==> src/hdl/macd_pkg.sv <==
// ----------------------------------------------------------------------------
// macd_pkg
// Widths, register indices and reset weights shared by the MACD oscillator
// and its checker.
// ----------------------------------------------------------------------------
package macd_pkg;

	localparam int PRICE_BITS = 32;
	localparam int FRAC_BITS  = 16;
	localparam int ALPHA_BITS = 16;

	// averages and differences, all with FRAC_BITS fraction bits
	localparam int AVG_W   = PRICE_BITS + FRAC_BITS;
	localparam int DIFFQ_W = AVG_W + 1;
	localparam int SIG_W   = AVG_W + 2;
	localparam int D_W     = SIG_W + 1;

	// split of the difference across two passes of the multiplier
	localparam int LO_W   = (D_W + 1) / 2;
	localparam int HI_W   = D_W - LO_W;
	localparam int MUL_W  = LO_W + 1;
	localparam int PROD_W = MUL_W + ALPHA_BITS + 1;
	localparam int ACC_W  = D_W + ALPHA_BITS + 1;
	localparam int STEP_W = ACC_W - ALPHA_BITS;

	// result fields
	localparam int DIFF_LINE_W = PRICE_BITS + 1;
	localparam int HIST_W      = PRICE_BITS + 3;
	localparam int TIME_W      = 32;

	// configuration port
	localparam int REG_IDX_W = 2;
	localparam logic [REG_IDX_W-1:0] REG_FAST_ALPHA   = 2'd0;
	localparam logic [REG_IDX_W-1:0] REG_SLOW_ALPHA   = 2'd1;
	localparam logic [REG_IDX_W-1:0] REG_SIGNAL_ALPHA = 2'd2;

	localparam logic [ALPHA_BITS-1:0] FAST_ALPHA_RST   = 16'd10082;
	localparam logic [ALPHA_BITS-1:0] SLOW_ALPHA_RST   = 16'd4855;
	localparam logic [ALPHA_BITS-1:0] SIGNAL_ALPHA_RST = 16'd13107;

endpackage

==> src/hdl/macd_ema_oscillator.sv <==
// ----------------------------------------------------------------------------
// macd_ema_oscillator
// MACD oscillator over closing prices: fast and slow EMAs, their difference,
// the signal EMA of that difference and the histogram bar.
// ----------------------------------------------------------------------------
// One price word is taken at a time. A series-start word loads both price
// averages, clears the signal average and then loads a zero result. Any
// other word runs the three EMA updates in turn through one shared 27 x 17
// bit multiplier, each by subtract, low partial product, high partial
// product, then round and add; the fast-slow difference is taken between
// the slow and signal updates, and the result register is loaded last. The
// input is ready again once the result register is loaded, so a waiting
// result does not hold off the next word. Alpha weights are Q0.16 and are
// to be written only while the block is idle; the block does not enforce it.
module macd_ema_oscillator (
	input  logic                                     clk,
	input  logic                                     arst_n,
	input  logic                                     wr_en,
	input  logic [macd_pkg::REG_IDX_W-1:0]           wr_index,
	input  logic [macd_pkg::ALPHA_BITS-1:0]          wr_data,
	input  logic                                     in_valid,
	output logic                                     in_ready,
	input  logic [macd_pkg::PRICE_BITS-1:0]          close_price,
	input  logic [macd_pkg::TIME_W-1:0]              bar_time,
	input  logic                                     series_start,
	output logic                                     out_valid,
	input  logic                                     out_ready,
	output logic signed [macd_pkg::DIFF_LINE_W-1:0]  diff_line,
	output logic signed [macd_pkg::DIFF_LINE_W-1:0]  dea_line,
	output logic signed [macd_pkg::HIST_W-1:0]       histogram_bar,
	output logic [macd_pkg::TIME_W-1:0]              result_time
);

	localparam logic [2:0] ST_IDLE   = 3'd0;
	localparam logic [2:0] ST_SUB    = 3'd1;
	localparam logic [2:0] ST_MUL_LO = 3'd2;
	localparam logic [2:0] ST_MUL_HI = 3'd3;
	localparam logic [2:0] ST_UPD    = 3'd4;
	localparam logic [2:0] ST_DIFF   = 3'd5;
	localparam logic [2:0] ST_OUT    = 3'd6;

	localparam logic [1:0] SEL_FAST = 2'd0;
	localparam logic [1:0] SEL_SLOW = 2'd1;
	localparam logic [1:0] SEL_SIG  = 2'd2;

	logic [2:0]                          state_q;
	logic [1:0]                          sel_q;
	logic [macd_pkg::ALPHA_BITS-1:0]     fast_alpha_q, slow_alpha_q, signal_alpha_q;
	logic [macd_pkg::AVG_W-1:0]          fast_q, slow_q, price_q;
	logic signed [macd_pkg::SIG_W-1:0]   sig_q;
	logic signed [macd_pkg::DIFFQ_W-1:0] diff_q;
	logic signed [macd_pkg::D_W-1:0]     d_q;
	logic signed [macd_pkg::ACC_W-1:0]   acc_q;
	logic [macd_pkg::TIME_W-1:0]         time_q;
	logic                                out_valid_q;

	logic signed [macd_pkg::D_W-1:0]     avg_ext, target_ext, gap;
	logic [macd_pkg::ALPHA_BITS-1:0]     alpha;
	logic signed [macd_pkg::MUL_W-1:0]   mul_a;
	logic signed [macd_pkg::PROD_W-1:0]  prod;
	logic signed [macd_pkg::ACC_W-1:0]   prod_ext, acc_rnd;
	logic signed [macd_pkg::STEP_W-1:0]  step, avg_new;
	logic                                in_acc, out_load;

	assign in_ready  = (state_q == ST_IDLE);
	assign in_acc    = in_valid && in_ready;
	assign out_load  = (state_q == ST_OUT) && (!out_valid_q || out_ready);
	assign out_valid = out_valid_q;

	// operand selection for the shared unit
	always_comb begin
		case (sel_q)
			SEL_FAST: begin
				avg_ext    = {{(macd_pkg::D_W - macd_pkg::AVG_W){1'b0}}, fast_q};
				target_ext = {{(macd_pkg::D_W - macd_pkg::AVG_W){1'b0}}, price_q};
				alpha      = fast_alpha_q;
			end
			SEL_SLOW: begin
				avg_ext    = {{(macd_pkg::D_W - macd_pkg::AVG_W){1'b0}}, slow_q};
				target_ext = {{(macd_pkg::D_W - macd_pkg::AVG_W){1'b0}}, price_q};
				alpha      = slow_alpha_q;
			end
			default: begin
				avg_ext    = {{(macd_pkg::D_W - macd_pkg::SIG_W){sig_q[macd_pkg::SIG_W-1]}},
					sig_q};
				target_ext = {{(macd_pkg::D_W - macd_pkg::DIFFQ_W){diff_q[macd_pkg::DIFFQ_W-1]}},
					diff_q};
				alpha      = signal_alpha_q;
			end
		endcase
	end

	always_comb begin
		if (state_q == ST_MUL_HI) begin
			mul_a = {{(macd_pkg::MUL_W - macd_pkg::HI_W){d_q[macd_pkg::D_W-1]}},
				d_q[macd_pkg::D_W-1:macd_pkg::LO_W]};
		end else begin
			mul_a = {1'b0, d_q[macd_pkg::LO_W-1:0]};
		end
		prod     = mul_a * $signed({1'b0, alpha});
		prod_ext = {{(macd_pkg::ACC_W - macd_pkg::PROD_W){prod[macd_pkg::PROD_W-1]}}, prod};
		acc_rnd  = acc_q + macd_pkg::ACC_W'(1 << (macd_pkg::ALPHA_BITS - 1));
		step     = acc_rnd[macd_pkg::ACC_W-1:macd_pkg::ALPHA_BITS];
		avg_new  = {{(macd_pkg::STEP_W - macd_pkg::D_W){avg_ext[macd_pkg::D_W-1]}}, avg_ext}
			+ step;
		gap      = {{(macd_pkg::D_W - macd_pkg::DIFFQ_W){diff_q[macd_pkg::DIFFQ_W-1]}}, diff_q}
			- {{(macd_pkg::D_W - macd_pkg::SIG_W){sig_q[macd_pkg::SIG_W-1]}}, sig_q};
	end

	// configuration registers
	always_ff @(posedge clk or negedge arst_n) begin
		if (!arst_n) begin
			fast_alpha_q   <= macd_pkg::FAST_ALPHA_RST;
			slow_alpha_q   <= macd_pkg::SLOW_ALPHA_RST;
			signal_alpha_q <= macd_pkg::SIGNAL_ALPHA_RST;
		end else if (wr_en) begin
			case (wr_index)
				macd_pkg::REG_FAST_ALPHA:   fast_alpha_q   <= wr_data;
				macd_pkg::REG_SLOW_ALPHA:   slow_alpha_q   <= wr_data;
				macd_pkg::REG_SIGNAL_ALPHA: signal_alpha_q <= wr_data;
				default: ;
			endcase
		end
	end

	// sequencer and average state
	always_ff @(posedge clk or negedge arst_n) begin
		if (!arst_n) begin
			state_q     <= ST_IDLE;
			sel_q       <= SEL_FAST;
			out_valid_q <= 1'b0;
			fast_q      <= '0;
			slow_q      <= '0;
			sig_q       <= '0;
			diff_q      <= '0;
		end else begin
			if (out_load) begin
				out_valid_q <= 1'b1;
			end else if (out_ready) begin
				out_valid_q <= 1'b0;
			end
			case (state_q)
				ST_IDLE: begin
					if (in_acc) begin
						sel_q <= SEL_FAST;
						if (series_start) begin
							fast_q  <= {close_price, {macd_pkg::FRAC_BITS{1'b0}}};
							slow_q  <= {close_price, {macd_pkg::FRAC_BITS{1'b0}}};
							sig_q   <= '0;
							diff_q  <= '0;
							state_q <= ST_OUT;
						end else begin
							state_q <= ST_SUB;
						end
					end
				end
				ST_SUB:    state_q <= ST_MUL_LO;
				ST_MUL_LO: state_q <= ST_MUL_HI;
				ST_MUL_HI: state_q <= ST_UPD;
				ST_UPD: begin
					case (sel_q)
						SEL_FAST: begin
							fast_q  <= avg_new[macd_pkg::AVG_W-1:0];
							sel_q   <= SEL_SLOW;
							state_q <= ST_SUB;
						end
						SEL_SLOW: begin
							slow_q  <= avg_new[macd_pkg::AVG_W-1:0];
							state_q <= ST_DIFF;
						end
						default: begin
							sig_q   <= avg_new[macd_pkg::SIG_W-1:0];
							state_q <= ST_OUT;
						end
					endcase
				end
				ST_DIFF: begin
					diff_q  <= $signed({1'b0, fast_q}) - $signed({1'b0, slow_q});
					sel_q   <= SEL_SIG;
					state_q <= ST_SUB;
				end
				ST_OUT: begin
					if (out_load) begin
						state_q <= ST_IDLE;
					end
				end
				default: state_q <= ST_IDLE;
			endcase
		end
	end

	// datapath words
	always_ff @(posedge clk) begin
		if (in_acc) begin
			price_q <= {close_price, {macd_pkg::FRAC_BITS{1'b0}}};
			time_q  <= bar_time;
		end
		if (state_q == ST_SUB) begin
			d_q <= target_ext - avg_ext;
		end
		if (state_q == ST_MUL_LO) begin
			acc_q <= prod_ext;
		end
		if (state_q == ST_MUL_HI) begin
			acc_q <= acc_q + (prod_ext <<< macd_pkg::LO_W);
		end
		if (out_load) begin
			diff_line     <= diff_q[macd_pkg::FRAC_BITS +: macd_pkg::DIFF_LINE_W];
			dea_line      <= sig_q[macd_pkg::FRAC_BITS +: macd_pkg::DIFF_LINE_W];
			histogram_bar <= gap[macd_pkg::FRAC_BITS-1 +: macd_pkg::HIST_W];
			result_time   <= time_q;
		end
	end

endmodule

==> config.mk <==
export PLATFORM = sky130hd
export DESIGN_NAME = macd_ema_oscillator
export DESIGN_NICKNAME = d
export VERILOG_FILES = /design/src/hdl/macd_pkg.sv /design/src/hdl/macd_ema_oscillator.sv
export SDC_FILE = /design/constraint.sdc
export NUM_CORES = 2
export LEC_CHECK = 0
export BUFFER_PORTS_ARGS = -buffer_cell sky130_fd_sc_hd__buf_2
export CORE_UTILIZATION = 45
export CTS_CLUSTER_SIZE = 16
export DETAILED_ROUTE_END_ITERATION = 8
export PLACE_DENSITY = 0.67
export SLEW_MARGIN = 20
export SYNTH_ARGS = -nofsm -noshare
export SYNTH_HDL_FRONTEND = slang
export SYNTH_SLANG_ARGS = --single-unit
export TNS_END_PERCENT = 5
==> constraint.sdc <==
create_clock -name clk -period 15.2 [get_ports clk]
set_input_delay 3.8 -clock clk [delete_from_list [all_inputs] [get_ports clk]]
set_output_delay 3.8 -clock clk [all_outputs]
set_load 0.005 [all_outputs]
==> metrics.txt <==
pre-CTS WS 4.31 ns; Synth Area in Simple Gates 13.3%; critical path type reg2reg; most frequent cells after synthesis 751 x inv_1, 730 x nand2_1, 423 x fa_1; # resized after CTS 0; synthesized area per cell 9.26 um^2; Critical Path RT 15.56 ns; Die Wd 335 um; Top Ports 223; critical path's most frequent cell fa_1; crit path capture type flip-flop; largest net degree at the start of global routing 120; # DRC 0; DRT iter0 DRCs 4130; Critical Path Source Type flip-flop; Post-synth ARST share 45.4%; Seq cells post-synth 548; clock slew at reported path FFs 0.07 ns; number of global-route vias before repair 39400; Post-Route Skew 0.0412 ns; WL final 158000 um; initial antenna violation count 7; area leader, netlist edfxtp_1; XOR/XNOR Fraction of Synth Area 4.98%; die footprint 0.112 mm^2; via count 39800; post-synthesis compound-gate area fraction 14.1%; Mapped Nets 6250; hold_buf cts 0; Routed Antenna Nets 0; worst reg2reg setup slack 4.18 ns; Worst Tran Pin Value 1.22 ns; Core Rows 121; Root Driver clkbuf_16; total CTS buffers 59; Mapped Cells 5389; largest family of logic cells by synthesized area adder cells; Vias/cell 5.64; IO buf count 222; top-area cell type share of the netlist area 18.0%; GP Congestion 0.987; Layout area overhead 9.47%; Crit Path Max Fanout 49; Synth area leaders edfxtp_1 18%, fa_1 17%, dfrtp_1 11%, ha_1 8.8%, inv_1 5.6%; status complete, no violations; fillers 10100; worst-skew pair later-pin latency 0.68 ns; overall global routing resource usage 28.1%; unrepaired setup endpoints after global routing false; Core Footprint 0.109 mm^2; Placed Instance Area 0.0526 mm^2; Final Max Slew Viols 0; gr ovfl total 0; Cell variety after synth 87; Synth Area in Adders 25.7%; f_max 90.8 MHz; Cell Area, Synth 0.0499 mm^2; MaxCap Viol Count 0; Top FF cell, synth edfxtp_1; Post-synth EDFFs 299; Ys Warns 0; FF-to-FF Start state_q[2]; hold_sp time_q[29]; worst min path class reg2reg; Seq/Total Area, Yosys 30.5%; Fin Hold WS 0.417 ns; Slowest-stage cell, CP mux2i_1; CP Launch Point state_q[2]; layout cells sized above 1 9.83%; DP HPWL 124000 um; post-route cell area 0.0546 mm^2; slowest cell delay on critical path 0.98 ns; CTS sink cnt 548; relative slew slack 16.4%; H-tree levels 2; multiplexer share of the synthesized area 4.13%; CTS tree done; Routed wire per std cell 22.4 um; Crit path arrival time 11.38 ns; slack of the critical path 4.18 ns; post-route setup TNS 0 ns; starting density of the core 45.6%; Final nets 6383; Vert. Die Dim 335 um; Period minus WS final 11.02 ns; drt pass-1 iters 6; Final setup viols 0; final hold vios 0; first-pass GRT wire length 241000 um; Max clock buf depth 3; Post-CTS Repair Setup Buffers 0; fin crit share 72.5%; most frequent cell after synthesis inv_1
-- sequential cells by signal, indices dropped and copies added (netlist names) --
| signal | cells |
|---|---|
| fast_q | 48 |
| signal_alpha_q | 16 |
| slow_alpha_q | 16 |
| state_q | 3 |
| out_valid | 1 |
| slow_q | 48 |
| histogram_bar | 35 |
| sel_q | 2 |
| sig_q | 50 |
| fast_alpha_q | 16 |
| acc_q | 51 |
| result_time | 32 |
| price_q | 32 |
| diff_line | 33 |
| time_q | 32 |
| d_q | 51 |
| diff_q | 49 |
| dea_line | 33 |
-- through the flow --
stage / std cells / utilization (%)
finish: 7053 / 49.9
global route: 7053 / 49.9
CTS: 7049 / 49.9
detailed placement: 6937 / 48.0
global placement: 6937 / 48.0
floorplan: 5389 / -
-- cells in the final DEF (no fill, tap or decap), types with 36 or more instances in the layout --
| cell | n |
|---|---|
| xnor2_1 | 179 |
| o21a_1 | 41 |
| and3_1 | 41 |
| xor2_1 | 105 |
| clkbuf_16 | 61 |
| nand3_1 | 75 |
| ha_1 | 350 |
| a21oi_1 | 265 |
| o21ai_0 | 334 |
| buf_2 | 221 |
| edfxtp_1 | 299 |
| nand4_1 | 39 |
| nor2_1 | 397 |
| dfrtp_1 | 223 |
| a31oi_1 | 40 |
| and2_1 | 54 |
| inv_1 | 751 |
| nand2b_1 | 36 |
| mux2_2 | 85 |
| fa_1 | 423 |
| a21o_1 | 156 |
| buf_4 | 51 |
| o21bai_1 | 37 |
| mux2i_1 | 108 |
| nand2_1 | 728 |
-- worst paths after layout --
kind	endpoint	depth (start not counted)
setup / recovery	acc_q[65]	35
hold / removal	result_time[29]	0
setup reg to reg	acc_q[65]	35
hold reg to reg	result_time[29]	0
max in group asynchronous	sel_q[0]	3
min in group asynchronous	sig_q[25]	1
-- routing by layer --
metal	vias up	GRT usage, %	wire length (um)
met1	19600	39.9	69600
li1	18300	-	-
met3	255	4.40	11800
met4	2	9.51	5730
met5	-	0	14
met2	1593	43.7	70700
-- worst max-delay path, delay by kind of cell, from the launching register on --
kind / cells / cell delay (ns)
adders and majority gates: 8 / 3.87
DFF: 1 / 0.59
AOI/OAI and AO/OA: 6 / 1.53
buffers and inverters: 5 / 0.74
muxes: 1 / 0.98
and+or+nand+nor: 13 / 2.62
xor gates and xnor gates: 2 / 0.35
-- layout make-up --
class                      count  area, um^2  share of cell area [%]
clock inverter                32         370                   0.678
sequential                   548       15200                    27.9
multi-input combinational   3889       31200                    57.1
clock buffer                  80        1670                    3.05
antenna                        4        10.0                  0.0183
timing repair buffer         273        1500                    2.75
tap                         1476        1850                    3.38
inverter                     751        2820                    5.16
-- cell families (layout without fill, tap and decap cells) --
| kind of cell | count (synthesis) | after routing |
|---|---|---|
| mux | 195 | 195 |
| fa+ha+maj | 773 | 773 |
| compound gates | 1121 | 1121 |
| flops | 548 | 548 |
| buf+inv | 952 | 1136 |
| xor+xnor | 284 | 284 |
| other cells | 0 | 4 |
| simple gates | 1516 | 1516 |
Power is left out: the tool's default activity adds up to more than one toggle a clock period on the data nets, which glitch-free logic cannot reach.
